File: src/sv/igds_pkg.sv
// ----------------------------------------------------------------------------
// igds_pkg
// Shared types, constants and angle helpers for the ignition dwell scheduler.
// ----------------------------------------------------------------------------
`default_nettype none

package igds_pkg;

  localparam int DEF_NUM_COILS  = 8;
  localparam int DEF_ANGLE_BITS = 15;

  localparam int COIL_W    = 3;
  localparam int FIELD_W   = 15;
  localparam int DWELL_W   = 16;
  localparam int TDC_W     = 14;
  localparam int RATIO_W   = 8;
  localparam int WDOG_W    = 32;
  localparam int ANG_MAX_W = 16;  // widest internal angle

  localparam int QUEUE_DEPTH = 2;

  localparam int APB_ADDR_W = 5;
  localparam int APB_DATA_W = 32;
  localparam int REG_IDX_W  = 3;

  localparam logic [REG_IDX_W-1:0] REG_ENGINE_CYCLE = 3'd0;
  localparam logic [REG_IDX_W-1:0] REG_TDC_OFFSET   = 3'd1;
  localparam logic [REG_IDX_W-1:0] REG_DWELL_LIMIT  = 3'd2;
  localparam logic [REG_IDX_W-1:0] REG_FIRST_RATIO  = 3'd3;
  localparam logic [REG_IDX_W-1:0] REG_SECOND_RATIO = 3'd4;
  localparam logic [REG_IDX_W-1:0] REG_WATCHDOG     = 3'd5;

  localparam logic [FIELD_W-1:0] RST_ENGINE_CYCLE = 15'd7200;
  localparam logic [TDC_W-1:0]   RST_TDC_OFFSET   = 14'd600;
  localparam logic [FIELD_W-1:0] RST_DWELL_LIMIT  = 15'd3600;
  localparam logic [RATIO_W-1:0] RST_FIRST_RATIO  = 8'd102;
  localparam logic [RATIO_W-1:0] RST_SECOND_RATIO = 8'd230;
  localparam logic [WDOG_W-1:0]  RST_WATCHDOG     = 32'd0;

  typedef struct packed {
    logic [COIL_W-1:0]  coil_index;
    logic [FIELD_W-1:0] min_advance_angle;
    logic [FIELD_W-1:0] applied_advance;
    logic [FIELD_W-1:0] crank_angle;
    logic [DWELL_W-1:0] dwell_angle;
  } tooth_t;

  typedef struct packed {
    logic [COIL_W-1:0]  coil_out;
    logic               immediate_trigger;
    logic [FIELD_W-1:0] start_angle;
    logic [FIELD_W-1:0] end_angle;
    logic [FIELD_W-1:0] slope_one_rel;
    logic [FIELD_W-1:0] slope_two_rel;
    logic [FIELD_W-1:0] slope_one_abs;
    logic [FIELD_W-1:0] slope_two_abs;
    logic [WDOG_W-1:0]  watchdog_delay;
  } sched_t;

  typedef struct packed {
    logic [FIELD_W-1:0] engine_cycle_angle;
    logic [TDC_W-1:0]   tdc_offset_angle;
    logic [FIELD_W-1:0] dwell_angle_limit;
    logic [RATIO_W-1:0] first_slope_ratio;
    logic [RATIO_W-1:0] second_slope_ratio;
    logic [WDOG_W-1:0]  watchdog_limit;
  } cfg_t;

  // a - b, plus one engine cycle if negative; callers truncate to their width
  function automatic logic [ANG_MAX_W-1:0] wrap_diff(input logic [ANG_MAX_W-1:0] a,
                                                     input logic [ANG_MAX_W-1:0] b,
                                                     input logic [FIELD_W-1:0] cyc);
    logic [ANG_MAX_W:0] d;
    d = {1'b0, a} - {1'b0, b};
    return d[ANG_MAX_W-1:0] + (d[ANG_MAX_W] ? ANG_MAX_W'(cyc) : '0);
  endfunction

  // one conditional subtract of the engine cycle
  function automatic logic [ANG_MAX_W-1:0] reduce_once(input logic [ANG_MAX_W-1:0] v,
                                                       input logic [FIELD_W-1:0] cyc);
    if ({1'b0, v} >= {2'b00, cyc}) begin
      return v - ANG_MAX_W'(cyc);
    end
    return v;
  endfunction

endpackage

`default_nettype wire

File: src/sv/igds_if.sv
// ----------------------------------------------------------------------------
// igds_if
// Valid/ready channels for tooth events and schedule results.
// ----------------------------------------------------------------------------
`default_nettype none

interface igds_tooth_if import igds_pkg::*; ();
  logic   valid;
  logic   ready;
  tooth_t payload;

  modport source (output valid, output payload, input ready);
  modport sink (input valid, input payload, output ready);
endinterface

interface igds_sched_if import igds_pkg::*; ();
  logic   valid;
  logic   ready;
  sched_t payload;

  modport source (output valid, output payload, input ready);
  modport sink (input valid, input payload, output ready);
endinterface

`default_nettype wire

File: src/sv/ignition_dwell_angle_scheduler_core.sv
// ----------------------------------------------------------------------------
// ignition_dwell_angle_scheduler_core
// Path: an event transfer is written to the queue, then passes the window
//   stage, multiply stage and result register. Throughput: one event per
//   cycle unless stalled; every stage and the 2-entry queue move one item
//   per cycle. Events outside the look-ahead window or for an unknown coil
//   give no result. rst (synchronous) empties the pipe, loads defaults.
// ----------------------------------------------------------------------------
`default_nettype none

module ignition_dwell_angle_scheduler_core import igds_pkg::*; #(
  parameter int NUM_COILS  = DEF_NUM_COILS,
  parameter int ANGLE_BITS = DEF_ANGLE_BITS
) (
  input  logic                  clk,
  input  logic                  rst,
  input  logic                  psel,
  input  logic                  penable,
  input  logic                  pwrite,
  input  logic [APB_ADDR_W-1:0] paddr,
  input  logic [APB_DATA_W-1:0] pwdata,
  output logic [APB_DATA_W-1:0] prdata,
  output logic                  pready,
  igds_tooth_if.sink            tooth,
  igds_sched_if.source          sched
);

  localparam int ENTRY_W = COIL_W + 4 * ANGLE_BITS;

  cfg_t               cfg;
  logic               push;
  logic               push_ready;
  logic [ENTRY_W-1:0] push_data;
  logic               pop;
  logic               head_valid;
  logic [ENTRY_W-1:0] head_data;

  igds_regs u_regs (
    .clk     (clk),
    .rst     (rst),
    .psel    (psel),
    .penable (penable),
    .pwrite  (pwrite),
    .paddr   (paddr),
    .pwdata  (pwdata),
    .prdata  (prdata),
    .pready  (pready),
    .cfg     (cfg)
  );

  igds_front #(
    .NUM_COILS  (NUM_COILS),
    .ANGLE_BITS (ANGLE_BITS)
  ) u_front (
    .tooth      (tooth),
    .cfg        (cfg),
    .push_ready (push_ready),
    .push       (push),
    .push_data  (push_data)
  );

  igds_queue #(
    .WIDTH (ENTRY_W),
    .DEPTH (QUEUE_DEPTH)
  ) u_queue (
    .clk        (clk),
    .rst        (rst),
    .push       (push),
    .push_data  (push_data),
    .push_ready (push_ready),
    .pop        (pop),
    .head_valid (head_valid),
    .head_data  (head_data)
  );

  igds_back #(
    .ANGLE_BITS (ANGLE_BITS)
  ) u_back (
    .clk        (clk),
    .rst        (rst),
    .cfg        (cfg),
    .head_valid (head_valid),
    .head_data  (head_data),
    .pop        (pop),
    .sched      (sched)
  );

endmodule

`default_nettype wire

File: src/sv/igds_regs.sv
// ----------------------------------------------------------------------------
// igds_regs
// APB configuration registers, one per 32-bit word.
// ----------------------------------------------------------------------------
`default_nettype none

module igds_regs import igds_pkg::*; (
  input  logic                  clk,
  input  logic                  rst,
  input  logic                  psel,
  input  logic                  penable,
  input  logic                  pwrite,
  input  logic [APB_ADDR_W-1:0] paddr,
  input  logic [APB_DATA_W-1:0] pwdata,
  output logic [APB_DATA_W-1:0] prdata,
  output logic                  pready,
  output cfg_t                  cfg
);

  logic                 wr_en;
  logic [REG_IDX_W-1:0] idx;

  // byte lanes ignored, word index only
  assign idx    = paddr[APB_ADDR_W-1:2];
  assign wr_en  = psel && penable && pwrite;
  assign pready = 1'b1;

  always_ff @(posedge clk) begin
    if (rst) begin
      cfg.engine_cycle_angle <= RST_ENGINE_CYCLE;
      cfg.tdc_offset_angle   <= RST_TDC_OFFSET;
      cfg.dwell_angle_limit  <= RST_DWELL_LIMIT;
      cfg.first_slope_ratio  <= RST_FIRST_RATIO;
      cfg.second_slope_ratio <= RST_SECOND_RATIO;
      cfg.watchdog_limit     <= RST_WATCHDOG;
    end else if (wr_en) begin
      unique case (idx)
        REG_ENGINE_CYCLE: cfg.engine_cycle_angle <= pwdata[FIELD_W-1:0];
        REG_TDC_OFFSET:   cfg.tdc_offset_angle   <= pwdata[TDC_W-1:0];
        REG_DWELL_LIMIT:  cfg.dwell_angle_limit  <= pwdata[FIELD_W-1:0];
        REG_FIRST_RATIO:  cfg.first_slope_ratio  <= pwdata[RATIO_W-1:0];
        REG_SECOND_RATIO: cfg.second_slope_ratio <= pwdata[RATIO_W-1:0];
        REG_WATCHDOG:     cfg.watchdog_limit     <= pwdata[WDOG_W-1:0];
        default: ;
      endcase
    end
  end

  always_comb begin
    unique case (idx)
      REG_ENGINE_CYCLE: prdata = APB_DATA_W'(cfg.engine_cycle_angle);
      REG_TDC_OFFSET:   prdata = APB_DATA_W'(cfg.tdc_offset_angle);
      REG_DWELL_LIMIT:  prdata = APB_DATA_W'(cfg.dwell_angle_limit);
      REG_FIRST_RATIO:  prdata = APB_DATA_W'(cfg.first_slope_ratio);
      REG_SECOND_RATIO: prdata = APB_DATA_W'(cfg.second_slope_ratio);
      REG_WATCHDOG:     prdata = APB_DATA_W'(cfg.watchdog_limit);
      default:          prdata = '0;
    endcase
  end

endmodule

`default_nettype wire

File: src/sv/igds_front.sv
// ----------------------------------------------------------------------------
// igds_front
// Takes tooth events, drops unknown coils, forms spark angle and clamped dwell.
// ----------------------------------------------------------------------------
`default_nettype none

module igds_front import igds_pkg::*; #(
  parameter int NUM_COILS  = DEF_NUM_COILS,
  parameter int ANGLE_BITS = DEF_ANGLE_BITS
) (
  igds_tooth_if.sink                         tooth,
  input  cfg_t                               cfg,
  input  logic                               push_ready,
  output logic                               push,
  output logic [COIL_W+4*ANGLE_BITS-1:0]     push_data
);

  logic [ANGLE_BITS-1:0] offs;
  logic [ANGLE_BITS-1:0] adv;
  logic [ANGLE_BITS-1:0] cnt;
  logic [ANGLE_BITS-1:0] fin;
  logic [ANGLE_BITS-1:0] dw;
  logic [DWELL_W-1:0]    dw_clamp;
  logic                  coil_ok;

  always_comb begin
    offs = ANGLE_BITS'(tooth.payload.min_advance_angle);
    adv  = ANGLE_BITS'(tooth.payload.applied_advance);
    cnt  = ANGLE_BITS'(tooth.payload.crank_angle);
    fin  = ANGLE_BITS'(wrap_diff(ANG_MAX_W'(offs), ANG_MAX_W'(adv),
                                 cfg.engine_cycle_angle));
    if (tooth.payload.dwell_angle > {1'b0, cfg.dwell_angle_limit}) begin
      dw_clamp = {1'b0, cfg.dwell_angle_limit};
    end else begin
      dw_clamp = tooth.payload.dwell_angle;
    end
    dw      = ANGLE_BITS'(dw_clamp);
    coil_ok = 5'(tooth.payload.coil_index) < 5'(NUM_COILS);
  end

  // out-of-range coils are taken and dropped here
  assign tooth.ready = push_ready;
  assign push        = tooth.valid && push_ready && coil_ok;
  assign push_data   = {tooth.payload.coil_index, offs, cnt, fin, dw};

endmodule

`default_nettype wire

File: src/sv/igds_queue.sv
// ----------------------------------------------------------------------------
// igds_queue
// Small FIFO between front and back.
// ----------------------------------------------------------------------------
`default_nettype none

module igds_queue import igds_pkg::*; #(
  parameter int WIDTH = COIL_W + 4 * DEF_ANGLE_BITS,
  parameter int DEPTH = QUEUE_DEPTH
) (
  input  logic             clk,
  input  logic             rst,
  input  logic             push,
  input  logic [WIDTH-1:0] push_data,
  output logic             push_ready,
  input  logic             pop,
  output logic             head_valid,
  output logic [WIDTH-1:0] head_data
);

  localparam int PTR_W = (DEPTH > 1) ? $clog2(DEPTH) : 1;
  localparam int CNT_W = $clog2(DEPTH + 1);

  logic [WIDTH-1:0] mem [DEPTH];
  logic [PTR_W-1:0] wr_ptr;
  logic [PTR_W-1:0] rd_ptr;
  logic [CNT_W-1:0] count;

  assign push_ready = (count != CNT_W'(DEPTH));
  assign head_valid = (count != '0);
  assign head_data  = mem[rd_ptr];

  always_ff @(posedge clk) begin
    if (rst) begin
      wr_ptr <= '0;
      rd_ptr <= '0;
      count  <= '0;
    end else begin
      if (push) begin
        wr_ptr <= (wr_ptr == PTR_W'(DEPTH - 1)) ? '0 : wr_ptr + 1'b1;
      end
      if (pop) begin
        rd_ptr <= (rd_ptr == PTR_W'(DEPTH - 1)) ? '0 : rd_ptr + 1'b1;
      end
      if (push && !pop) begin
        count <= count + 1'b1;
      end else if (pop && !push) begin
        count <= count - 1'b1;
      end
    end
  end

  always_ff @(posedge clk) begin
    if (push) begin
      mem[wr_ptr] <= push_data;
    end
  end

endmodule

`default_nettype wire

File: src/sv/igds_back.sv
// ----------------------------------------------------------------------------
// igds_back
// Window check, conduction start, slope points; three stages to the result.
// ----------------------------------------------------------------------------
`default_nettype none

module igds_back import igds_pkg::*; #(
  parameter int ANGLE_BITS = DEF_ANGLE_BITS
) (
  input  logic                           clk,
  input  logic                           rst,
  input  cfg_t                           cfg,
  input  logic                           head_valid,
  input  logic [COIL_W+4*ANGLE_BITS-1:0] head_data,
  output logic                           pop,
  igds_sched_if.source                   sched
);

  localparam int PROD_W = ANGLE_BITS + RATIO_W;

  // head fields
  logic [COIL_W-1:0]     h_coil;
  logic [ANGLE_BITS-1:0] h_offs;
  logic [ANGLE_BITS-1:0] h_cnt;
  logic [ANGLE_BITS-1:0] h_fin;
  logic [ANGLE_BITS-1:0] h_dw;

  logic [ANGLE_BITS-1:0] gap_to_spark;
  logic [ANGLE_BITS-1:0] start0;
  logic                  pass;
  logic                  now;

  // stage 1
  logic                  v1;
  logic [COIL_W-1:0]     coil1;
  logic                  now1;
  logic [ANGLE_BITS-1:0] start1;
  logic [ANGLE_BITS-1:0] fin1;
  logic [ANGLE_BITS-1:0] dwell1;

  // stage 2
  logic                  v2;
  logic [COIL_W-1:0]     coil2;
  logic                  now2;
  logic [ANGLE_BITS-1:0] start2;
  logic [ANGLE_BITS-1:0] fin2;
  logic [PROD_W-1:0]     prod_one;
  logic [PROD_W-1:0]     prod_two;

  // result stage
  logic                  res_valid;
  sched_t                res;
  sched_t                res_next;
  logic [ANGLE_BITS-1:0] hi_one;
  logic [ANGLE_BITS-1:0] hi_two;
  logic [ANGLE_BITS-1:0] abs_one;
  logic [ANGLE_BITS-1:0] abs_two;

  logic rdy_res;
  logic rdy2;
  logic rdy1;

  assign {h_coil, h_offs, h_cnt, h_fin, h_dw} = head_data;

  assign rdy_res = !res_valid || sched.ready;
  assign rdy2    = !v2 || rdy_res;
  assign rdy1    = !v1 || rdy2;
  assign pop     = head_valid && rdy1;

  always_comb begin
    gap_to_spark = ANGLE_BITS'(wrap_diff(ANG_MAX_W'(h_fin), ANG_MAX_W'(h_cnt),
                                         cfg.engine_cycle_angle));
    pass   = {1'b0, ANG_MAX_W'(gap_to_spark)} <= 17'({cfg.tdc_offset_angle, 1'b0});
    start0 = ANGLE_BITS'(wrap_diff(ANG_MAX_W'(h_fin), ANG_MAX_W'(h_dw),
                                   cfg.engine_cycle_angle));
    // conduction window runs from start to the reference angle, maybe wrapped
    if (start0 < h_offs) begin
      now = (h_cnt >= start0) && (h_cnt < h_offs);
    end else begin
      now = (h_cnt < h_offs) || (h_cnt >= start0);
    end
  end

  always_comb begin
    hi_one  = prod_one[PROD_W-1:RATIO_W];
    hi_two  = prod_two[PROD_W-1:RATIO_W];
    // second abs point: start + s1 + s2 collapses to start + hi_two
    abs_one = ANGLE_BITS'(reduce_once(ANG_MAX_W'(ANGLE_BITS'(hi_one + start2)),
                                      cfg.engine_cycle_angle));
    abs_two = ANGLE_BITS'(reduce_once(ANG_MAX_W'(ANGLE_BITS'(hi_two + start2)),
                                      cfg.engine_cycle_angle));
    res_next.coil_out          = coil2;
    res_next.immediate_trigger = now2;
    res_next.start_angle       = FIELD_W'(start2);
    res_next.end_angle         = FIELD_W'(fin2);
    res_next.slope_one_rel     = FIELD_W'(hi_one);
    res_next.slope_two_rel     = FIELD_W'(ANGLE_BITS'(hi_two - hi_one));
    res_next.slope_one_abs     = FIELD_W'(abs_one);
    res_next.slope_two_abs     = FIELD_W'(abs_two);
    res_next.watchdog_delay    = cfg.watchdog_limit;
  end

  always_ff @(posedge clk) begin
    if (rst) begin
      v1        <= 1'b0;
      v2        <= 1'b0;
      res_valid <= 1'b0;
    end else begin
      if (rdy1) begin
        v1 <= pop && pass;
      end
      if (rdy2) begin
        v2 <= v1;
      end
      if (rdy_res) begin
        res_valid <= v2;
      end
    end
  end

  always_ff @(posedge clk) begin
    if (rdy1) begin
      coil1  <= h_coil;
      now1   <= now;
      start1 <= now ? h_cnt : start0;
      fin1   <= h_fin;
      dwell1 <= now ? gap_to_spark : h_dw;
    end
    if (rdy2) begin
      coil2    <= coil1;
      now2     <= now1;
      start2   <= start1;
      fin2     <= fin1;
      prod_one <= PROD_W'(dwell1) * PROD_W'(cfg.first_slope_ratio);
      prod_two <= PROD_W'(dwell1) * PROD_W'(cfg.second_slope_ratio);
    end
    if (rdy_res) begin
      res <= res_next;
    end
  end

  assign sched.valid   = res_valid;
  assign sched.payload = res;

endmodule

`default_nettype wire

File: src/flat_wrapper.sv
// flat-port wrapper written by rule: the top's interface ports become plain ports
module ignition_dwell_angle_scheduler_core_flat import igds_pkg::*;
#(
  parameter int NUM_COILS  = DEF_NUM_COILS,
  parameter int ANGLE_BITS = DEF_ANGLE_BITS
)
  (clk, rst, psel, penable, pwrite, paddr, pwdata, prdata, pready, tooth_valid, tooth_payload, tooth_ready, sched_valid, sched_payload, sched_ready);
  igds_tooth_if tooth_i ();
  igds_sched_if sched_i ();
  input  logic clk;
  input  logic rst;
  input  logic psel;
  input  logic penable;
  input  logic pwrite;
  input  logic [APB_ADDR_W-1:0] paddr;
  input  logic [APB_DATA_W-1:0] pwdata;
  output logic [APB_DATA_W-1:0] prdata;
  output logic pready;
  input wire logic [$bits(tooth_i.valid)-1:0] tooth_valid;
  input wire logic [$bits(tooth_i.payload)-1:0] tooth_payload;
  output wire logic [$bits(tooth_i.ready)-1:0] tooth_ready;
  output wire logic [$bits(sched_i.valid)-1:0] sched_valid;
  output wire logic [$bits(sched_i.payload)-1:0] sched_payload;
  input wire logic [$bits(sched_i.ready)-1:0] sched_ready;
  assign tooth_i.valid = tooth_valid;
  assign tooth_i.payload = tooth_payload;
  assign tooth_ready = tooth_i.ready;
  assign sched_valid = sched_i.valid;
  assign sched_payload = sched_i.payload;
  assign sched_i.ready = sched_ready;
  ignition_dwell_angle_scheduler_core #(.NUM_COILS(NUM_COILS), .ANGLE_BITS(ANGLE_BITS)) u_core (.clk(clk), .rst(rst), .psel(psel), .penable(penable), .pwrite(pwrite), .paddr(paddr), .pwdata(pwdata), .prdata(prdata), .pready(pready), .tooth(tooth_i), .sched(sched_i));
endmodule
File: config.mk
export PLATFORM = sky130hd
export DESIGN_NAME = ignition_dwell_angle_scheduler_core_flat
export DESIGN_NICKNAME = d
export VERILOG_FILES = /design/src/sv/igds_pkg.sv /design/src/sv/igds_if.sv /design/src/sv/ignition_dwell_angle_scheduler_core.sv /design/src/sv/igds_regs.sv /design/src/sv/igds_front.sv /design/src/sv/igds_queue.sv /design/src/sv/igds_back.sv /design/src/flat_wrapper.sv
export SDC_FILE = /design/constraint.sdc
export NUM_CORES = 1
export LEC_CHECK = 0
export CAP_MARGIN = 5
export CORE_MARGIN = 3
export CORE_UTILIZATION = 25
export DETAILED_ROUTE_END_ITERATION = 8
export DONT_BUFFER_PORTS = 1
export GPL_ROUTABILITY_DRIVEN = 0
export HOLD_SLACK_MARGIN = 0.1
export SLEW_MARGIN = 25
export SYNTH_ARGS = -nofsm -noshare
export SYNTH_HDL_FRONTEND = slang
export SYNTH_SLANG_ARGS = --single-unit
File: constraint.sdc
create_clock -name clk -period 7.3 [get_ports clk]
set_clock_uncertainty 0.15 [all_clocks]
set_input_delay 1.46 -clock clk [delete_from_list [all_inputs] [get_ports clk]]
set_output_delay 1.46 -clock clk [all_outputs]
set_load 0.005 [all_outputs]
==> flow_metrics.env <==
export IMPL_synth_ff_type="edfxtp_1"
export IMPL_vias=22900
export IMPL_layout_nets=3688
export IMPL_crit_slowest_cell="dfxtp_4"
export IMPL_io_pins=269
export IMPL_dieArea_mm2=0.134
export IMPL_hold_class="reg2reg"
export IMPL_rsz0062_at_grt="false"
export IMPL_cts_sinks=465
export IMPL_routedWlPerCell_um=19.7
export IMPL_dieWidth_um=366
export IMPL_slowest_delay_ns=0.47
export IMPL_hold_buffers=0
export IMPL_drc=0
export IMPL_wl_mm=96.4
export IMPL_fin_setup_tns_ns=0
export IMPL_crit_type="reg2reg"
export IMPL_root_buffer="clkbuf_16"
export IMPL_ys_seq_area_share_pct=40.1
export IMPL_synth_cell_types=77
export IMPL_hold_viol=0
export IMPL_yosysTopAreaCell="edfxtp_1"
export IMPL_cp_end_kind="flip-flop"
export IMPL_period_share_pct=95.3
export IMPL_cap_violations=0
export IMPL_final_common_cell="edfxtp_1"
export IMPL_antenna_found_initial=13
export IMPL_yosysTopAreaCellShare_pct=33.9
export IMPL_clock_latency_ns=0.64
export IMPL_io_buffer_count=0
export IMPL_syn_cell_area_mm2=0.0323
export IMPL_setup_viol=0
export IMPL_layout_common_cells="365 x edfxtp_1, 343 x nand2_1, 333 x inv_1"
export IMPL_crit_path_start_kind="flip-flop"
export IMPL_ff2ff_setup_slack_ns=0.34
export IMPL_tightest_slew_ns=1.05
export IMPL_path_clk_slew_ns=0.06
export IMPL_vias_per_cell=4.69
export IMPL_cpMostUsedCell="ha_1"
export IMPL_postSynthAreaPerCell_um2=10.5
export IMPL_area_growth_pct=13.1
export IMPL_period_minus_slack_ns=6.96
export IMPL_rows=131
export IMPL_relSlewSlack_pct=29.6
export IMPL_start_util_pct=25.3
export IMPL_ys_seq_elements=465
export IMPL_crit_required_ns=7.53
export IMPL_dr_pass1_iters=5
export IMPL_fin_ws_ns=0.344
export IMPL_cts_tree="done"
export IMPL_synth_edf_count=365
export IMPL_grt_max_degree=101
export IMPL_h_tree_depth=2
export IMPL_die_y_um=366
export IMPL_maxSlewViolCount=0
export IMPL_core_area_mm2=0.128
export IMPL_cts_buffers=51
export IMPL_layout_drive_gt1_share_pct=7.99
export IMPL_fmax_mhz=144
export IMPL_worst_ep_arrival_time_ns=7.18
export IMPL_first_iter_violations=1968
export IMPL_grtUsageTotal_pct=14.0
export IMPL_cp_max_fo=13
export IMPL_drtAntennaViolNets=0
export IMPL_clock_path_buffers=3
export IMPL_syn_inst=3084
export IMPL_synthArstFlopShare_pct=0
export IMPL_n_fill_cell=13200
export IMPL_synth_warnings=0
export IMPL_synth_area_leaders="edfxtp_1 34%, ha_1 12%, fa_1 10%"
export IMPL_status="completed"
export IMPL_first_global_vias=22300
export IMPL_synth_nets=3661
export IMPL_hpwl_mm=75.5
export IMPL_dp_slack_ns=0.121
export IMPL_grt_first_pass_wirelength_mm=141
export IMPL_grt_overflow_total=0
per-stage QoR:
step,area (µm²),std cells,utilization (%),hold slack (ns)
after floorplan,32300,3084,-,0.250
after global routing,36600,4881,28.6,0.265
after global placement,34700,4785,27.1,0.251
after CTS,36400,4879,28.5,0.263
after detailed placement,34700,4785,27.1,0.255
final,36600,4890,28.6,0.263
cell families (layout without fill, tap and decap cells):
logic type	count (synthesis)	count (layout)	share of synthesized area, %
DFF	465	465	40.1
adders and majority gates	471	471	22.0
muxes	155	155	5.17
xor gates and xnor gates	154	154	4.20
other	1	10	0.0116
and+or+nand+nor	893	893	13.2
AOI/OAI and AO/OA	516	516	10.2
buffers and inverters	429	497	5.05
routing by layer:
layer,global-route usage (%),part of all wire [%],vias to the layer above
met1,18.7,43,11300
li1,-,-,10800
met2,22.5,45,728
met5,0,0.018,-
met3,3.56,8.5,143
met4,3.76,2.7,2
cell type report:
type / instances / area (µm²) / share of cell area, %
Antenna cell: 9 / 22.5 / 0.0616
Inverter: 335 / 1260 / 3.45
Timing Repair Buffer: 68 / 564 / 1.54
Clock buffer: 67 / 1380 / 3.77
Sequential cell: 465 / 13000 / 35.4
Tap cell: 1729 / 2160 / 5.91
Clock inverter: 27 / 360 / 0.985
Multi-Input combinational cell: 2190 / 17900 / 48.8
worst paths after layout:
check,to,cells past startpoint,from
setup / recovery,u_core.u_back.dwell1[14],29,flip-flop
hold / removal,u_core.u_back.sched.payload[122],0,u_core.u_back.now2
setup reg to reg,u_core.u_back.dwell1[14],29,flip-flop
hold reg to reg,u_core.u_back.sched.payload[122],0,u_core.u_back.now2
flip-flops by register name, summed over array words and instances, names as in the netlist, 15 cells and up, named ones only:
| name | flops |
|---|---|
| u_core.u_back.dwell1 | 15 |
| u_core.u_back.fin1 | 15 |
| u_core.u_back.fin2 | 15 |
| u_core.u_back.prod_one | 15 |
| u_core.u_back.prod_two | 15 |
| u_core.u_back.sched.payload | 126 |
| u_core.u_back.start1 | 15 |
| u_core.u_back.start2 | 15 |
| u_core.u_queue.mem | 126 |
| u_core.u_regs.cfg | 92 |
cell usage after synthesis, drive strengths merged (22+ instances only):
library cell    n
fa            165
xor2           52
xnor2         102
clkbuf         80
a21oi         200
nor2b          34
edfxtp        365
ha            304
nand2         344
o21ai          72
nor3           34
mux2           55
and2          147
nand3          38
and3           43
o21a           26
a31oi          22
a21o           45
a211o          30
mux2i          97
dfxtp         100
inv           334
nor2          160
what timing repair did:
item / CTS / global route
resized for setup: 0 / 20
setup endpoints to repair: 0 / 32
hold endpoints to repair: 0 / 0
setup buffers: 0 / 2
critical path, delay by kind of cell, from the launching register on:
family                     cells  cell delay [ns]
AOI/OAI and AO/OA             12             2.59
xor gates and xnor gates       2             0.39
adders and majority gates      4             1.12
buffers and inverters          3             0.50
DFF                            1             0.47
muxes                          2             0.66
and+or+nand+nor                6             0.85
Power is not shown: default switching activity piles up to over one toggle a cycle in this logic, so the estimate is an artifact.
